===== src/bmpu_pkg.sv =====
// Shared types, constants and helper functions of the BMP bitfield pixel unpacker.
package bmpu_pkg;

    // Field widths.
    localparam int DATA_W    = 32;
    localparam int BYTE_W    = 8;
    localparam int CHAN_W    = 8;
    localparam int BPP_W     = 3;
    localparam int DIM_W     = 13;
    localparam int COORD_W   = 12;
    localparam int CFG_IDX_W = 8;
    localparam int SHIFT_W   = 5;
    localparam int NUM_W     = DATA_W + CHAN_W;

    // Defaults of the top-level parameters.
    localparam int MAX_DIM_DEF     = 4096;
    localparam int QUEUE_DEPTH_DEF = 4;

    // Largest dimension the 13-bit size registers can hold.
    localparam int DIM_REG_MAX = 8191;

    // Channel values for an empty mask.
    localparam logic [CHAN_W-1:0] CHAN_ZERO   = 8'd0;
    localparam logic [CHAN_W-1:0] CHAN_OPAQUE = 8'd255;

    // Register indexes of the configuration port.
    localparam logic [CFG_IDX_W-1:0] REG_RED_MASK   = 8'd0;
    localparam logic [CFG_IDX_W-1:0] REG_GREEN_MASK = 8'd1;
    localparam logic [CFG_IDX_W-1:0] REG_BLUE_MASK  = 8'd2;
    localparam logic [CFG_IDX_W-1:0] REG_ALPHA_MASK = 8'd3;
    localparam logic [CFG_IDX_W-1:0] REG_BPP        = 8'd4;
    localparam logic [CFG_IDX_W-1:0] REG_WIDTH      = 8'd5;
    localparam logic [CFG_IDX_W-1:0] REG_HEIGHT     = 8'd6;
    localparam logic [CFG_IDX_W-1:0] REG_TOP_DOWN   = 8'd7;

    // Register reset values.
    localparam logic [DATA_W-1:0] RST_RED_MASK   = 32'h00FF_0000;
    localparam logic [DATA_W-1:0] RST_GREEN_MASK = 32'h0000_FF00;
    localparam logic [DATA_W-1:0] RST_BLUE_MASK  = 32'h0000_00FF;
    localparam logic [DATA_W-1:0] RST_ALPHA_MASK = 32'h0000_0000;
    localparam logic [BPP_W-1:0]  RST_BPP        = 3'd4;
    localparam logic [DIM_W-1:0]  RST_WIDTH      = 13'd1;
    localparam logic [DIM_W-1:0]  RST_HEIGHT     = 13'd1;
    localparam logic              RST_TOP_DOWN   = 1'b0;

    // One assembled pixel with its destination, passed from front to back.
    typedef struct packed {
        logic [DATA_W-1:0]  word;
        logic [COORD_W-1:0] dest_row;
        logic [COORD_W-1:0] dest_column;
        logic               image_done;
    } t_pixel;

    // Sequencing strobes from the back controller to the channel lanes.
    typedef struct packed {
        logic load;
        logic mul;
        logic step;
    } t_lane_ctl;

    // Back-end controller states.
    typedef enum logic [4:0] {
        S_IDLE = 5'b00001,
        S_LOAD = 5'b00010,
        S_MUL  = 5'b00100,
        S_DIV  = 5'b01000,
        S_HOLD = 5'b10000
    } t_back_state;

    // Trailing-zero count of a mask: isolate the lowest set bit, then encode it.
    function automatic logic [SHIFT_W-1:0] mask_shift(input logic [DATA_W-1:0] mask);
        logic [DATA_W-1:0]  low;
        logic [SHIFT_W-1:0] sh;
        low = mask & (~mask + 32'd1);
        sh  = '0;
        for (int i = 0; i < DATA_W; i++) begin
            if (low[i]) begin
                sh = sh | SHIFT_W'(i);
            end
        end
        return sh;
    endfunction

endpackage


===== src/bmpu_front.sv =====
// Front end: gathers bytes into pixel words, drops row padding and tracks position.
module bmpu_front #(
    parameter int MAX_DIM = bmpu_pkg::MAX_DIM_DEF
) (
    input  logic                          i_clk,
    input  logic                          i_rst_n,
    input  logic                          i_push,
    output logic                          o_full,
    input  logic [bmpu_pkg::BYTE_W-1:0]   i_data_byte,
    input  logic [bmpu_pkg::BPP_W-1:0]    i_bpp,
    input  logic [bmpu_pkg::DIM_W-1:0]    i_width,
    input  logic [bmpu_pkg::DIM_W-1:0]    i_height,
    input  logic                          i_top_down,
    output logic                          o_q_push,
    output bmpu_pkg::t_pixel              o_q_pixel,
    input  logic                          i_q_full
);

    localparam int DIM_CAP = (MAX_DIM < bmpu_pkg::DIM_REG_MAX) ? MAX_DIM
                                                               : bmpu_pkg::DIM_REG_MAX;
    localparam int CNT_W   = $clog2(DIM_CAP);
    localparam int CMP_W   = bmpu_pkg::DIM_W + 1;

    logic [bmpu_pkg::DATA_W-1:0]  r_word;
    logic [1:0]                   r_byte_cnt;
    logic [CNT_W-1:0]             r_col;
    logic [CNT_W-1:0]             r_row;
    logic [1:0]                   r_pad;

    logic [bmpu_pkg::BPP_W-1:0]   w_bpp;
    logic [bmpu_pkg::DIM_W-1:0]   w_w;
    logic [bmpu_pkg::DIM_W-1:0]   w_h;
    logic                         w_is_pad;
    logic                         w_complete;
    logic                         w_accept;
    logic [bmpu_pkg::DATA_W-1:0]  w_word_new;
    logic                         w_row_end;
    logic                         w_last_row;
    logic [bmpu_pkg::DIM_W-1:0]   w_row_dst;
    logic [bmpu_pkg::DIM_W-1:0]   w_col_ext;
    logic [4:0]                   w_row_bytes;
    logic [1:0]                   w_pad_next;

    // Clamp the geometry registers into their legal ranges.
    always_comb begin
        if (i_bpp < 3'd2) begin
            w_bpp = 3'd2;
        end else if (i_bpp > 3'd4) begin
            w_bpp = 3'd4;
        end else begin
            w_bpp = i_bpp;
        end
        if (i_width == '0) begin
            w_w = 13'd1;
        end else if (32'(i_width) > 32'(DIM_CAP)) begin
            w_w = bmpu_pkg::DIM_W'(DIM_CAP);
        end else begin
            w_w = i_width;
        end
        if (i_height == '0) begin
            w_h = 13'd1;
        end else if (32'(i_height) > 32'(DIM_CAP)) begin
            w_h = bmpu_pkg::DIM_W'(DIM_CAP);
        end else begin
            w_h = i_height;
        end
    end

    // An item either is a pad byte, adds to the word, or completes a pixel.
    assign w_is_pad   = (r_pad != 2'd0);
    assign w_complete = !w_is_pad && (({1'b0, r_byte_cnt} + 3'd1) >= w_bpp);
    assign o_full     = w_complete && i_q_full;
    assign w_accept   = i_push && !o_full;
    assign w_word_new = r_word | (bmpu_pkg::DATA_W'(i_data_byte) << {r_byte_cnt, 3'b000});

    // Row and image boundaries, and the flipped destination row.
    assign w_row_end  = (CMP_W'(r_col) + CMP_W'(1)) >= CMP_W'(w_w);
    assign w_last_row = (CMP_W'(r_row) + CMP_W'(1)) >= CMP_W'(w_h);
    assign w_col_ext  = bmpu_pkg::DIM_W'(r_col);

    always_comb begin
        if (i_top_down) begin
            w_row_dst = bmpu_pkg::DIM_W'(r_row);
        end else if (CMP_W'(r_row) >= CMP_W'(w_h)) begin
            w_row_dst = '0;
        end else begin
            w_row_dst = w_h - 13'd1 - bmpu_pkg::DIM_W'(r_row);
        end
    end

    // Pad bytes fill the row up to a multiple of four bytes.
    assign w_row_bytes = 5'(w_w[1:0]) * 5'(w_bpp);
    assign w_pad_next  = 2'(2'd0 - w_row_bytes[1:0]);

    // Pixel toward the queue.
    assign o_q_push              = w_accept && w_complete;
    assign o_q_pixel.word        = w_word_new;
    assign o_q_pixel.dest_row    = w_row_dst[bmpu_pkg::COORD_W-1:0];
    assign o_q_pixel.dest_column = w_col_ext[bmpu_pkg::COORD_W-1:0];
    assign o_q_pixel.image_done  = w_row_end && w_last_row;

    // Byte gathering and position counters.
    always_ff @(posedge i_clk) begin
        if (!i_rst_n) begin
            r_word     <= '0;
            r_byte_cnt <= '0;
            r_col      <= '0;
            r_row      <= '0;
            r_pad      <= '0;
        end else if (w_accept) begin
            if (w_is_pad) begin
                r_pad <= r_pad - 2'd1;
            end else if (!w_complete) begin
                r_word     <= w_word_new;
                r_byte_cnt <= r_byte_cnt + 2'd1;
            end else begin
                r_word     <= '0;
                r_byte_cnt <= '0;
                if (w_row_end) begin
                    r_col <= '0;
                    if (w_last_row) begin
                        r_row <= '0;
                        r_pad <= '0;
                    end else begin
                        r_row <= r_row + CNT_W'(1);
                        r_pad <= w_pad_next;
                    end
                end else begin
                    r_col <= r_col + CNT_W'(1);
                end
            end
        end
    end

endmodule


===== src/bmpu_queue.sv =====
// Short first-in first-out queue of pixels between the front and back ends.
module bmpu_queue #(
    parameter int DEPTH = bmpu_pkg::QUEUE_DEPTH_DEF
) (
    input  logic             i_clk,
    input  logic             i_rst_n,
    input  logic             i_push,
    input  bmpu_pkg::t_pixel i_pixel,
    output logic             o_full,
    input  logic             i_pop,
    output bmpu_pkg::t_pixel o_head,
    output logic             o_empty
);

    localparam int AW = (DEPTH > 1) ? $clog2(DEPTH) : 1;
    localparam int CW = $clog2(DEPTH + 1);

    bmpu_pkg::t_pixel r_mem [DEPTH];
    logic [AW-1:0]    r_wr_ptr;
    logic [AW-1:0]    r_rd_ptr;
    logic [CW-1:0]    r_count;
    logic             w_wr;
    logic             w_rd;

    assign o_full  = (r_count == CW'(DEPTH));
    assign o_empty = (r_count == '0);
    assign o_head  = r_mem[r_rd_ptr];
    assign w_wr    = i_push && !o_full;
    assign w_rd    = i_pop && !o_empty;

    // Storage; entries need no reset.
    always_ff @(posedge i_clk) begin
        if (w_wr) begin
            r_mem[r_wr_ptr] <= i_pixel;
        end
    end

    // Pointers wrap at the depth, which need not be a power of two.
    always_ff @(posedge i_clk) begin
        if (!i_rst_n) begin
            r_wr_ptr <= '0;
            r_rd_ptr <= '0;
            r_count  <= '0;
        end else begin
            if (w_wr) begin
                r_wr_ptr <= (r_wr_ptr == AW'(DEPTH - 1)) ? '0 : r_wr_ptr + AW'(1);
            end
            if (w_rd) begin
                r_rd_ptr <= (r_rd_ptr == AW'(DEPTH - 1)) ? '0 : r_rd_ptr + AW'(1);
            end
            if (w_wr && !w_rd) begin
                r_count <= r_count + CW'(1);
            end else if (w_rd && !w_wr) begin
                r_count <= r_count - CW'(1);
            end
        end
    end

endmodule


===== src/bmpu_scale_lane.sv =====
// One color channel: extracts the field and scales it by 255/max with a restoring divider.
module bmpu_scale_lane (
    input  logic                          i_clk,
    input  bmpu_pkg::t_lane_ctl           i_ctl,
    input  logic [bmpu_pkg::DATA_W-1:0]   i_word,
    input  logic [bmpu_pkg::DATA_W-1:0]   i_mask,
    input  logic [bmpu_pkg::CHAN_W-1:0]   i_if_zero,
    output logic [bmpu_pkg::CHAN_W-1:0]   o_value
);

    logic                          r_zero;
    logic [bmpu_pkg::DATA_W-1:0]   r_max;
    logic [bmpu_pkg::DATA_W-1:0]   r_field;
    logic [bmpu_pkg::NUM_W-1:0]    r_rem;
    logic [bmpu_pkg::NUM_W-1:0]    r_div;
    logic [bmpu_pkg::CHAN_W-1:0]   r_quo;

    logic [bmpu_pkg::SHIFT_W-1:0]  w_sh;
    logic [bmpu_pkg::DATA_W-1:0]   w_max;
    logic                          w_ge;

    assign w_sh  = bmpu_pkg::mask_shift(i_mask);
    assign w_max = i_mask >> w_sh;
    assign w_ge  = (r_rem >= r_div);

    // Load the field, form field*255, then retire one quotient bit per step.
    // The field never exceeds max, so the quotient fits in eight bits.
    always_ff @(posedge i_clk) begin
        if (i_ctl.load) begin
            r_zero  <= (i_mask == '0);
            r_max   <= w_max;
            r_field <= (i_word >> w_sh) & w_max;
        end
        if (i_ctl.mul) begin
            r_rem <= {r_field, 8'h00} - bmpu_pkg::NUM_W'(r_field);
            r_div <= {1'b0, r_max, 7'h00};
        end
        if (i_ctl.step) begin
            if (w_ge) begin
                r_rem <= r_rem - r_div;
            end
            r_div <= r_div >> 1;
            r_quo <= {r_quo[bmpu_pkg::CHAN_W-2:0], w_ge};
        end
    end

    assign o_value = r_zero ? i_if_zero : r_quo;

endmodule


===== src/bmpu_back.sv =====
// Back end: takes pixels from the queue, scales the four channels and holds the result.
module bmpu_back (
    input  logic                          i_clk,
    input  logic                          i_rst_n,
    input  logic                          i_q_empty,
    output logic                          o_q_pop,
    input  bmpu_pkg::t_pixel              i_q_head,
    input  logic [bmpu_pkg::DATA_W-1:0]   i_red_mask,
    input  logic [bmpu_pkg::DATA_W-1:0]   i_green_mask,
    input  logic [bmpu_pkg::DATA_W-1:0]   i_blue_mask,
    input  logic [bmpu_pkg::DATA_W-1:0]   i_alpha_mask,
    output logic                          o_empty,
    input  logic                          i_pop,
    output logic [bmpu_pkg::CHAN_W-1:0]   o_red,
    output logic [bmpu_pkg::CHAN_W-1:0]   o_green,
    output logic [bmpu_pkg::CHAN_W-1:0]   o_blue,
    output logic [bmpu_pkg::CHAN_W-1:0]   o_alpha,
    output logic [bmpu_pkg::COORD_W-1:0]  o_dest_row,
    output logic [bmpu_pkg::COORD_W-1:0]  o_dest_column,
    output logic                          o_image_done
);

    localparam int STEP_W = $clog2(bmpu_pkg::CHAN_W);

    bmpu_pkg::t_back_state          r_state;
    bmpu_pkg::t_back_state          n_state;
    logic [STEP_W-1:0]              r_step;
    bmpu_pkg::t_pixel               r_pix;
    logic                           r_out_valid;
    logic [bmpu_pkg::CHAN_W-1:0]    r_red;
    logic [bmpu_pkg::CHAN_W-1:0]    r_green;
    logic [bmpu_pkg::CHAN_W-1:0]    r_blue;
    logic [bmpu_pkg::CHAN_W-1:0]    r_alpha;
    logic [bmpu_pkg::COORD_W-1:0]   r_dest_row;
    logic [bmpu_pkg::COORD_W-1:0]   r_dest_column;
    logic                           r_image_done;

    bmpu_pkg::t_lane_ctl            w_ctl;
    logic                           w_out_write;
    logic                           w_out_take;
    logic [bmpu_pkg::CHAN_W-1:0]    w_red;
    logic [bmpu_pkg::CHAN_W-1:0]    w_green;
    logic [bmpu_pkg::CHAN_W-1:0]    w_blue;
    logic [bmpu_pkg::CHAN_W-1:0]    w_alpha;

    assign w_out_take = i_pop && r_out_valid;

    // Sequencer: fetch, load, multiply, eight divide steps, hand to output.
    always_comb begin
        n_state     = r_state;
        w_ctl       = '0;
        o_q_pop     = 1'b0;
        w_out_write = 1'b0;
        case (r_state)
            bmpu_pkg::S_IDLE: begin
                if (!i_q_empty) begin
                    o_q_pop = 1'b1;
                    n_state = bmpu_pkg::S_LOAD;
                end
            end
            bmpu_pkg::S_LOAD: begin
                w_ctl.load = 1'b1;
                n_state    = bmpu_pkg::S_MUL;
            end
            bmpu_pkg::S_MUL: begin
                w_ctl.mul = 1'b1;
                n_state   = bmpu_pkg::S_DIV;
            end
            bmpu_pkg::S_DIV: begin
                w_ctl.step = 1'b1;
                if (r_step == STEP_W'(bmpu_pkg::CHAN_W - 1)) begin
                    n_state = bmpu_pkg::S_HOLD;
                end
            end
            bmpu_pkg::S_HOLD: begin
                if (!r_out_valid || w_out_take) begin
                    w_out_write = 1'b1;
                    n_state     = bmpu_pkg::S_IDLE;
                end
            end
            default: begin
                n_state = bmpu_pkg::S_IDLE;
            end
        endcase
    end

    // Control registers.
    always_ff @(posedge i_clk) begin
        if (!i_rst_n) begin
            r_state     <= bmpu_pkg::S_IDLE;
            r_step      <= '0;
            r_out_valid <= 1'b0;
        end else begin
            r_state <= n_state;
            if (r_state == bmpu_pkg::S_MUL) begin
                r_step <= '0;
            end else if (w_ctl.step) begin
                r_step <= r_step + STEP_W'(1);
            end
            if (w_out_write) begin
                r_out_valid <= 1'b1;
            end else if (w_out_take) begin
                r_out_valid <= 1'b0;
            end
        end
    end

    // Payload registers.
    always_ff @(posedge i_clk) begin
        if (o_q_pop) begin
            r_pix <= i_q_head;
        end
        if (w_out_write) begin
            r_red         <= w_red;
            r_green       <= w_green;
            r_blue        <= w_blue;
            r_alpha       <= w_alpha;
            r_dest_row    <= r_pix.dest_row;
            r_dest_column <= r_pix.dest_column;
            r_image_done  <= r_pix.image_done;
        end
    end

    // Four channel lanes run side by side.
    bmpu_scale_lane u_lane_red (
        .i_clk     (i_clk),
        .i_ctl     (w_ctl),
        .i_word    (r_pix.word),
        .i_mask    (i_red_mask),
        .i_if_zero (bmpu_pkg::CHAN_ZERO),
        .o_value   (w_red)
    );

    bmpu_scale_lane u_lane_green (
        .i_clk     (i_clk),
        .i_ctl     (w_ctl),
        .i_word    (r_pix.word),
        .i_mask    (i_green_mask),
        .i_if_zero (bmpu_pkg::CHAN_ZERO),
        .o_value   (w_green)
    );

    bmpu_scale_lane u_lane_blue (
        .i_clk     (i_clk),
        .i_ctl     (w_ctl),
        .i_word    (r_pix.word),
        .i_mask    (i_blue_mask),
        .i_if_zero (bmpu_pkg::CHAN_ZERO),
        .o_value   (w_blue)
    );

    bmpu_scale_lane u_lane_alpha (
        .i_clk     (i_clk),
        .i_ctl     (w_ctl),
        .i_word    (r_pix.word),
        .i_mask    (i_alpha_mask),
        .i_if_zero (bmpu_pkg::CHAN_OPAQUE),
        .o_value   (w_alpha)
    );

    assign o_empty       = !r_out_valid;
    assign o_red         = r_red;
    assign o_green       = r_green;
    assign o_blue        = r_blue;
    assign o_alpha       = r_alpha;
    assign o_dest_row    = r_dest_row;
    assign o_dest_column = r_dest_column;
    assign o_image_done  = r_image_done;

endmodule


===== src/bmp_bitfield_pixel_unpacker.sv =====
// Top level: configuration registers, front end, pixel queue and back end.
// A completing byte is queued; the back end then fetches, loads, multiplies, divides and holds the result.
// Throughput: one byte per cycle while the 4-entry pixel queue has room; the back end fetches a new
// pixel only after the 8-step restoring divider that each channel lane runs and its hold are done.
// Pad bytes and non-final pixel bytes are taken every cycle without waiting on the back end.
// Reset (synchronous, active low) restores the register defaults and empties all stages.
module bmp_bitfield_pixel_unpacker #(
    parameter int MAX_DIM     = bmpu_pkg::MAX_DIM_DEF,
    parameter int QUEUE_DEPTH = bmpu_pkg::QUEUE_DEPTH_DEF
) (
    input  logic                             i_clk,
    input  logic                             i_rst_n,
    input  logic                             push,
    output logic                             full,
    input  logic [bmpu_pkg::BYTE_W-1:0]      i_data_byte,
    output logic                             empty,
    input  logic                             pop,
    output logic [bmpu_pkg::CHAN_W-1:0]      o_red,
    output logic [bmpu_pkg::CHAN_W-1:0]      o_green,
    output logic [bmpu_pkg::CHAN_W-1:0]      o_blue,
    output logic [bmpu_pkg::CHAN_W-1:0]      o_alpha,
    output logic [bmpu_pkg::COORD_W-1:0]     o_dest_row,
    output logic [bmpu_pkg::COORD_W-1:0]     o_dest_column,
    output logic                             o_image_done,
    input  logic                             i_cfg_valid,
    output logic                             o_cfg_ready,
    input  logic [bmpu_pkg::CFG_IDX_W-1:0]   i_cfg_index,
    input  logic [bmpu_pkg::DATA_W-1:0]      i_cfg_data
);

    logic [bmpu_pkg::DATA_W-1:0]  r_red_mask;
    logic [bmpu_pkg::DATA_W-1:0]  r_green_mask;
    logic [bmpu_pkg::DATA_W-1:0]  r_blue_mask;
    logic [bmpu_pkg::DATA_W-1:0]  r_alpha_mask;
    logic [bmpu_pkg::BPP_W-1:0]   r_bpp;
    logic [bmpu_pkg::DIM_W-1:0]   r_width;
    logic [bmpu_pkg::DIM_W-1:0]   r_height;
    logic                         r_top_down;

    logic                         w_q_push;
    bmpu_pkg::t_pixel             w_q_pixel;
    logic                         w_q_full;
    logic                         w_q_pop;
    bmpu_pkg::t_pixel             w_q_head;
    logic                         w_q_empty;

    // Register writes are always taken.
    assign o_cfg_ready = 1'b1;

    always_ff @(posedge i_clk) begin
        if (!i_rst_n) begin
            r_red_mask   <= bmpu_pkg::RST_RED_MASK;
            r_green_mask <= bmpu_pkg::RST_GREEN_MASK;
            r_blue_mask  <= bmpu_pkg::RST_BLUE_MASK;
            r_alpha_mask <= bmpu_pkg::RST_ALPHA_MASK;
            r_bpp        <= bmpu_pkg::RST_BPP;
            r_width      <= bmpu_pkg::RST_WIDTH;
            r_height     <= bmpu_pkg::RST_HEIGHT;
            r_top_down   <= bmpu_pkg::RST_TOP_DOWN;
        end else if (i_cfg_valid && o_cfg_ready) begin
            case (i_cfg_index)
                bmpu_pkg::REG_RED_MASK:   r_red_mask   <= i_cfg_data;
                bmpu_pkg::REG_GREEN_MASK: r_green_mask <= i_cfg_data;
                bmpu_pkg::REG_BLUE_MASK:  r_blue_mask  <= i_cfg_data;
                bmpu_pkg::REG_ALPHA_MASK: r_alpha_mask <= i_cfg_data;
                bmpu_pkg::REG_BPP:        r_bpp        <= i_cfg_data[bmpu_pkg::BPP_W-1:0];
                bmpu_pkg::REG_WIDTH:      r_width      <= i_cfg_data[bmpu_pkg::DIM_W-1:0];
                bmpu_pkg::REG_HEIGHT:     r_height     <= i_cfg_data[bmpu_pkg::DIM_W-1:0];
                bmpu_pkg::REG_TOP_DOWN:   r_top_down   <= i_cfg_data[0];
                default: begin
                end
            endcase
        end
    end

    // Byte assembly and position tracking.
    bmpu_front #(
        .MAX_DIM (MAX_DIM)
    ) u_front (
        .i_clk       (i_clk),
        .i_rst_n     (i_rst_n),
        .i_push      (push),
        .o_full      (full),
        .i_data_byte (i_data_byte),
        .i_bpp       (r_bpp),
        .i_width     (r_width),
        .i_height    (r_height),
        .i_top_down  (r_top_down),
        .o_q_push    (w_q_push),
        .o_q_pixel   (w_q_pixel),
        .i_q_full    (w_q_full)
    );

    // Pixel queue between the two ends.
    bmpu_queue #(
        .DEPTH (QUEUE_DEPTH)
    ) u_queue (
        .i_clk   (i_clk),
        .i_rst_n (i_rst_n),
        .i_push  (w_q_push),
        .i_pixel (w_q_pixel),
        .o_full  (w_q_full),
        .i_pop   (w_q_pop),
        .o_head  (w_q_head),
        .o_empty (w_q_empty)
    );

    // Channel scaling and result register.
    bmpu_back u_back (
        .i_clk         (i_clk),
        .i_rst_n       (i_rst_n),
        .i_q_empty     (w_q_empty),
        .o_q_pop       (w_q_pop),
        .i_q_head      (w_q_head),
        .i_red_mask    (r_red_mask),
        .i_green_mask  (r_green_mask),
        .i_blue_mask   (r_blue_mask),
        .i_alpha_mask  (r_alpha_mask),
        .o_empty       (empty),
        .i_pop         (pop),
        .o_red         (o_red),
        .o_green       (o_green),
        .o_blue        (o_blue),
        .o_alpha       (o_alpha),
        .o_dest_row    (o_dest_row),
        .o_dest_column (o_dest_column),
        .o_image_done  (o_image_done)
    );

endmodule


===== config.mk =====
export PLATFORM = sky130hd
export DESIGN_NAME = bmp_bitfield_pixel_unpacker
export DESIGN_NICKNAME = d
export VERILOG_FILES = /design/src/bmpu_pkg.sv /design/src/bmpu_front.sv /design/src/bmpu_queue.sv /design/src/bmpu_scale_lane.sv /design/src/bmpu_back.sv /design/src/bmp_bitfield_pixel_unpacker.sv
export SDC_FILE = /design/constraint.sdc
export NUM_CORES = 2
export LEC_CHECK = 0
export ABC_AREA = 1
export BUFFER_PORTS_ARGS = -buffer_cell sky130_fd_sc_hd__buf_2
export CAP_MARGIN = 20
export CORE_UTILIZATION = 57
export CTS_BUF_LIST = sky130_fd_sc_hd__clkbuf_8
export CTS_CLUSTER_SIZE = 30
export DETAILED_ROUTE_END_ITERATION = 8
export PLACE_DENSITY = 0.73
export SLEW_MARGIN = 20
export SYNTH_ARGS = -nofsm -noshare
export SYNTH_HDL_FRONTEND = slang
export SYNTH_SLANG_ARGS = --single-unit

===== constraint.sdc =====
create_clock -name i_clk -period 28 [get_ports i_clk]
set_input_delay 1.4 -clock i_clk [delete_from_list [all_inputs] [get_ports i_clk]]
set_output_delay 1.4 -clock i_clk [all_outputs]
set_load 0.02 [all_outputs]

-- Word level (Yosys, flattened, before mapping)
Memories as Yosys holds them, arrays and structs flattened. A register that Yosys moved wholly into a read port is not among the register bits.
Cells that the tools add are included.
- RAM bits: 228
- memories kept: 1
- word-level logic and storage cells: 508
- input bits: 53
- bits in registers: 899
- output and inout port bits: 60
- memories (memory ; words ; width ; rd ports ; clocked after Yosys merged registers in ; wr ports ; line ; RTL):
    u_queue.r_mem ; 4 ; 57 ; 1 ; 1 ; 1 ; bmpu_queue.sv:18 ; bmpu_pkg::t_pixel r_mem [DEPTH];
- reductions and logical operators: 41
- order comparisons: 12
- shifts and indexed selects: 9
- add/subtract/negate cells: 27
- mux-type cells: 311
- $mul: 1
- eq/ne operators: 39
- bitwise operators: 13
- operators by type and width (cell ; number):
    2-to-1 mux 32 bit ; 29
    2-to-1 mux 40 bit ; 16
    2-to-1 mux 12 bit ; 37
    2-to-1 mux 5 bit ; 70
    AND 32 bit ; 8
    right shift 32 x 5 -> 32 bit ; 8
    2-to-1 mux 13 bit ; 16
    greater-or-equal comparator 40 x 39 -> 1 bit ; 4
    subtractor 40 x 32 -> 40 bit ; 4
    subtractor 40 x 39 -> 40 bit ; 4
    2-to-1 mux 39 bit ; 4
    2-to-1 mux 38 bit ; 4
    adder 32 x 1 -> 32 bit, second input constant ; 4
    zero test 32 bit ; 4
    2-to-1 mux 4 bit ; 32
    inverter 32 bit ; 4
    2-to-1 mux 3 bit ; 34
    2-to-1 mux 2 bit ; 43
    == test 8 x 3 -> 1 bit, second input constant ; 4
    inequality test 2 x 1 -> 1 bit, second input constant ; 16
    bitwise OR 32 bit ; 1
    left shift 8 x 5 -> 32 bit ; 1
    adder 12 x 1 -> 13 bit, second input constant ; 2
    greater-than comparator 13 bit, second input constant ; 2
    39 further kinds ; 102

-- Depth between registers and ports, before layout
- depth in word-level cells: 36
- mapped depth: 23
- mapped depth without buffers: 23

-- Cells and area by module
A second synthesis with hierarchy kept.
- cell total of the unflattened synthesis: 11733
- area total of the unflattened synthesis: 83590.2 sq um
- modules (own cells, without submodules) (module ; seq. area each (sq um) ; instances ; area an instance (sq um) ; cells each):
    bmpu_scale_lane (u_back.u_lane_red) ; 4164.0 ; 1 ; 14899.3 ; 2316
    bmpu_scale_lane (u_back.u_lane_blue) ; 4164.0 ; 1 ; 14868.0 ; 2336
    bmpu_scale_lane (u_back.u_lane_green) ; 4164.0 ; 1 ; 14776.7 ; 2349
    bmpu_scale_lane (u_back.u_lane_alpha) ; 4164.0 ; 1 ; 14717.9 ; 2262
    bmpu_queue ; 7026.7 ; 1 ; 8934.8 ; 623
    bmp_bitfield_pixel_unpacker ; 3163.0 ; 1 ; 6462.4 ; 899
    bmpu_front ; 1201.2 ; 1 ; 5069.9 ; 774
    bmpu_back ; 3603.5 ; 1 ; 3861.2 ; 174

-- Worst setup path after synthesis
Ideal clock, no wire load.
- kind: register to register
- start point: register u_back.r_state[3]
- end point: register u_back.r_state[0]
- data required time: 27.864 ns
- period minus slack after synthesis: 12.558 ns
- buffers on the path: 0
- data arrival time: 12.422 ns
- stages on the path, launching flop included: 7
- slack: 15.442 ns
- setup time: 0.136 ns
- cell sequence: dfxtp_1 > nor2_1 > nand2_1 > nor2_1 > inv_1 > nand4_1 > nand3_1
- longest elaborated chain between the ends: 3
- elaborated cells between the ends (all ways): 10
- those cells by class: 8 x eq/ne; 1 x mux; 1 x reduce/logical
- RTL lines (item ; line ; RTL):
    start, declared ; bmpu_back.sv:25 ; bmpu_pkg::t_back_state r_state;
    start signal, assigned ; bmpu_back.sv:90 ; r_state <= bmpu_pkg::S_IDLE;
    start signal, assigned ; bmpu_back.sv:94 ; r_state <= n_state;
    == test 5 bit (tied with other cells) ; bmpu_back.sv:54 ; case (r_state)
    inequality test 2 x 1 -> 1 bit (no line) / inequality test 2 bit (equally long branches) ; n/a ;
    AND reduction 3 bit (no line) ; n/a ;
Parallel ways exist; a longest one is shown, timed or not.
A chain may end at the register's enable or synchronous reset.

-- Worst setup path in the final report
- start point: register r_blue_mask[2] (netlist name)
- end point: register u_back.u_lane_blue.r_field[2] (netlist name), data pin
- longest elaborated chain between the ends: 35
- elaborated cells between the ends (all ways): 36
- those cells by class: 1 x add/sub; 2 x shift; 30 x mux; 3 x bitwise
- RTL lines (item ; line ; RTL):
    start, declared ; bmp_bitfield_pixel_unpacker.sv:33 ; logic [bmpu_pkg::DATA_W-1:0] r_blue_mask;
    start signal, assigned ; bmp_bitfield_pixel_unpacker.sv:54 ; r_blue_mask <= bmpu_pkg::RST_BLUE_MASK;
    start signal, assigned ; bmp_bitfield_pixel_unpacker.sv:64 ; bmpu_pkg::REG_BLUE_MASK: r_blue_mask <= i_cfg_data;
    inverter 32 bit ; bmpu_pkg.sv:74 ; low = mask & (~mask + 32'd1);
    adder 32 x 1 -> 32 bit ; bmpu_pkg.sv:74 ;
    AND 32 bit ; bmpu_pkg.sv:74 ;
    2-to-1 mux 2 bit (2 in series) ; bmpu_pkg.sv:77 ; if (low[i]) begin
    2-to-1 mux 3 bit (4 in series) ; bmpu_pkg.sv:77 ;
    2-to-1 mux 4 bit (8 in series) ; bmpu_pkg.sv:77 ;
    2-to-1 mux 5 bit (16 in series) ; bmpu_pkg.sv:77 ;
    right shift 32 x 5 -> 32 bit, on equally long branches ; bmpu_scale_lane.sv:32, bmpu_scale_lane.sv:23 ;
    AND 32 bit (*) ; bmpu_scale_lane.sv:32 ; r_field <= (i_word >> w_sh) & w_max;
    end signal, assigned ; bmpu_scale_lane.sv:32 ;
    end, declared ; bmpu_scale_lane.sv:13 ; logic [bmpu_pkg::DATA_W-1:0] r_field;
Mark *: on every way between the ends. The rest lies on a longest branch, timed or not.

==> impl_results.md <==
* CTS HTree Levels at 4
* Gpl congestion at slightly above 1
* Initial core utilization at 0.575
* Seq/Total Area, Yosys at 0.394
* Final setup TNS at 0 ns
* Slew margin rel. at 0.265
* I/O Buffers at 111
* Top_reg_cell synth: edfxtp_1
* Worst-path cell chain: nor2_2 > nand2_2 > nor2_4 > nand4_1 > nand3_1 > nor2_1 > nand3_2 > buf_4 > clkinv_2 > nand3_1 > nand3_1 > nand3_1 > nand2_1 > nand2_1 > nand2_1 > nor2_1
* Nets at ~11k
* Clock Skews at 0.0889 ns
* Setup WS pre-CTS at 22.99 ns
* Crit path largest cell delay at 0.93 ns
* WL/cell at 21.3 um
* Hold Path Class: reg -> reg
* Synth area leader: edfxtp_1
* Pre-antenna DRT Iters at 9
* Most common cell on crit path: nand3_1
* Unique masters post-synth at between 60 and 70
* Postcts setup bufs at 0
* Hold Vio Cnt, Final at 0
* First-pass GRT wire length at around 420000 um
* Sum of buffers and inverters on the critical path at 2
* Num CTS Buffers at 197
* # clock sinks at 1184
* Worst path arrival time at 5.45 ns
* DIE AREA at about 140000 um^2
* Detailed placer's ending HPWL at 201000 um
* Setup violators final at 0
* FF+latch area at ~32000 um^2
* Slowest stage cell, crit path: clkinv_2
* Netlist Area Pre-Place at 80300 um^2
* PwrDens at 70.8 nW/um^2
* Worst-Margin Slew at 1.10 ns
* Synthesized flop and latch total at 1184
* Cts repair resizes at 0
* Vias per std cell at 6.10
* DR vias at 79.1k
* Dominant cells by area after synthesis: edfxtp_1 (30%), nand2_1 (11%), dfxtp_1 (9.8%)
* CTS tree: yes
* Core area at 140000 um^2
* Critical path type: reg -> reg
* Die Y at 377 um
* Routed WL at 276000 um
* F_max at 214 MHz
* Post-synth ARST share at 0
* IO Pins at between 100 and 150
* Syn Inst Count at 11.0k
* EDFF count, synth at ~800
* Fin crit share at 0.167
* Worst-path clk slew at about 0.070 ns
* VDD IR-drop max at 0.0000623 V
* CP Max Fanout at between 60 and 70
* Critical Path Sink Type: register
* Std cell rows at 137
* CP required at 28.77 ns
* Largest net degree at the start of global routing at 167
* Top-area cell type share of the netlist area at 0.296
* Psw at 2.45 mW
* DRT antenna net count at 0
* Layout Area Growth over Synthesis at 7.01%
* Flop pwr share at 0.379
* Internal power at 3.63 mW
* Syn_nets at 11.4k
* Gate power share at 0.359
* GRT Overall Usage at 0.379
* Post-route insts no fill at 13.0k
* Fin crit period at 4.67 ns
* Startpoint types: register
* Setup WS post-layout at about 23 ns
* Fillers at 12.9k
* Hold WS at 0.415 ns
* Status: finished, final reports clean
* Crit path max-delay family: simple AND/OR/NAND/NOR gates
* Layout Utilization at 0.616
* CTS Buffer Depth at 3
* Root buffer cell: clkbuf_8
* Slew Limit Fails at 0
* Total global routing overflow at 0
* Hold_buf cts at 0
* Vias in the first global route at around 73k
* Latest clock arrival within the worst-skew pair at around 1 ns
* Initial antenna violation count at 14
* Dpl cells at approximately 13k
* Leak at 38.6 nW
* DRC violations left at 0
* Initial DRC Count at 10.0k
* Average cell area after synthesis at 7.30 um^2
* Max cap viols at 0
* RSZ-0062 raised after global routing: no
* Multi-input logic area at 41700 um^2
* Share of cells above drive strength 1 at 0.0585
* Ys Warns at 0
* Clock share of power at 0.262
* Die Wd at 377 um
* Switching Share at 0.404
area by class of cell:
cell class	count	share of cell area
diodes	8	0.000233
clock buffers	220	0.0353
clock inverters	148	0.0133
inverters	1304	0.0572
multi-input cells	8030	0.485
flip-flops and latches	1184	0.368
well taps	1876	0.0273
repair buffers	186	0.0133
worst register-to-register path: stages, from the launching register on:
cell	delay, ns
dfxtp_1	0.38
nor2_2	0.20
nand2_2	0.10
nor2_4	0.35
nand4_1	0.32
nand3_1	0.18
nor2_1	0.07
nand3_2	0.07
buf_4	0.54
clkinv_2	0.97
nand3_1	0.39
nand3_1	0.18
nand3_1	0.17
nand2_1	0.06
nand2_1	0.11
nand2_1	0.17
nor2_1	0.18
cell usage after synthesis (8+ instances only):
| master | n |
|---|---|
| nand2_1 | 2263 |
| nand3_1 | 1564 |
| inv_1 | 1266 |
| nor2_1 | 1050 |
| edfxtp_1 | 790 |
| o21ai_0 | 786 |
| a21oi_1 | 656 |
| dfxtp_1 | 394 |
| ha_1 | 317 |
| nand4_1 | 273 |
| clkbuf_1 | 264 |
| o211ai_1 | 136 |
| buf_2 | 133 |
| xor2_1 | 131 |
| nor3_1 | 108 |
| xnor2_1 | 104 |
| o22ai_1 | 70 |
| a31oi_1 | 66 |
| o21bai_1 | 65 |
| o21ai_1 | 51 |
| nor4_1 | 46 |
| a21o_1 | 44 |
| buf_4 | 31 |
| o21a_1 | 31 |
| nor2_2 | 29 |
| a211oi_1 | 28 |
| inv_2 | 28 |
| buf_6 | 26 |
| buf_1 | 24 |
| or2_2 | 23 |
| nand2_2 | 18 |
| nand3b_1 | 18 |
| nor2_4 | 14 |
| o221ai_1 | 14 |
| and3_1 | 12 |
| o31ai_1 | 11 |
| a221oi_1 | 10 |
| clkinv_1 | 10 |
| nand4_2 | 9 |
| a21boi_0 | 8 |
| a21oi_2 | 8 |
| nor3_2 | 8 |
cell families after synthesis:
logic type / count (synthesis) / share of synthesized area
buf+inv: 1782 / 0.0893
compound gates: 2006 / 0.140
other cells: 1 / 0.0000467
xor+xnor: 235 / 0.0256
mux: 1 / 0.000125
simple gates: 5464 / 0.300
fa+ha+maj: 323 / 0.0509
flops: 1184 / 0.394
flip-flops by register name, indices dropped and copies added, names as in the netlist, 39 cells and up:
signal and cells:
u_back.u_lane_blue.r_rem 40, u_back.u_lane_alpha.r_rem 40, u_back.u_lane_blue.r_div 39, u_queue.r_mem 228
u_back.u_lane_alpha.r_div 39, u_back.r_pix 57, u_back.u_lane_red.r_rem 40, u_back.u_lane_green.r_rem 40
u_back.u_lane_green.r_div 39, u_back.u_lane_red.r_div 39
cell usage in the layout, fill, tap and decap left out, drive strengths merged, types with 10 or more instances in the layout:
cell type | synthesis | layout
o21a | 31 | 31
and3 | 12 | 12
xor2 | 131 | 131
ha | 317 | 317
o21ai | 840 | 840
buf | 214 | 186
o211ai | 137 | 137
a21oi | 664 | 664
clkbuf | 264 | 220
xnor2 | 104 | 104
a31oi | 66 | 66
nand2 | 2283 | 2283
nor2 | 1095 | 1095
o22ai | 70 | 70
nand3 | 1572 | 1572
inv | 1294 | 1367
o31ai | 11 | 11
or2 | 24 | 24
nor3 | 116 | 116
a221oi | 10 | 10
clkinv | 10 | 70
a21o | 44 | 44
a211oi | 28 | 28
edfxtp | 790 | 790
o21bai | 65 | 65
o221ai | 14 | 14
nand4 | 283 | 283
nor4 | 47 | 47
nand3b | 19 | 19
dfxtp | 394 | 394
final timing paths:
| kind | startpoint | to | slack, ns | depth (start not counted) |
|---|---|---|---|---|
| max | r_blue_mask[2] | u_back.u_lane_blue.r_field[2] | 23.33 | 16 |
| min | u_back.r_pix[6] | u_back.o_dest_column[5] | 0.41 | 0 |
| min reg2reg | u_back.r_pix[6] | u_back.o_dest_column[5] | 0.41 | 0 |
| max reg2reg | r_blue_mask[2] | u_back.u_lane_blue.r_field[2] | 23.33 | 16 |
power groups by stage:
stage / registers, mW / clock network (mW) / logic [mW]
6_report: 2.30 / 1.60 / 2.18
5_1_grt: 2.31 / 1.68 / 2.39
4_1_cts: 2.29 / 1.61 / 2.12
3_5_place_dp: 2.33 / 0 / 2.11
3_3_place_gp: 2.32 / 0 / 2.08
2_1_floorplan: 2.27 / 0 / 1.51
layer usage:
metal,up-vias,wire length [um],GRT usage
li1,37400,-,-
met1,36800,117000,0.529
met2,4124,118000,0.569
met3,744,26800,0.0692
met4,8,13800,0.175
met5,-,57,0
metrics by stage:
step	total power, mW	area [um^2]
floorplan	3.78	80300
global placement	4.40	81700
detailed placement	4.44	81700
CTS	6.03	85800
global route	6.39	85900
finish	6.08	85900
Power figures use the tool's default switching activity.
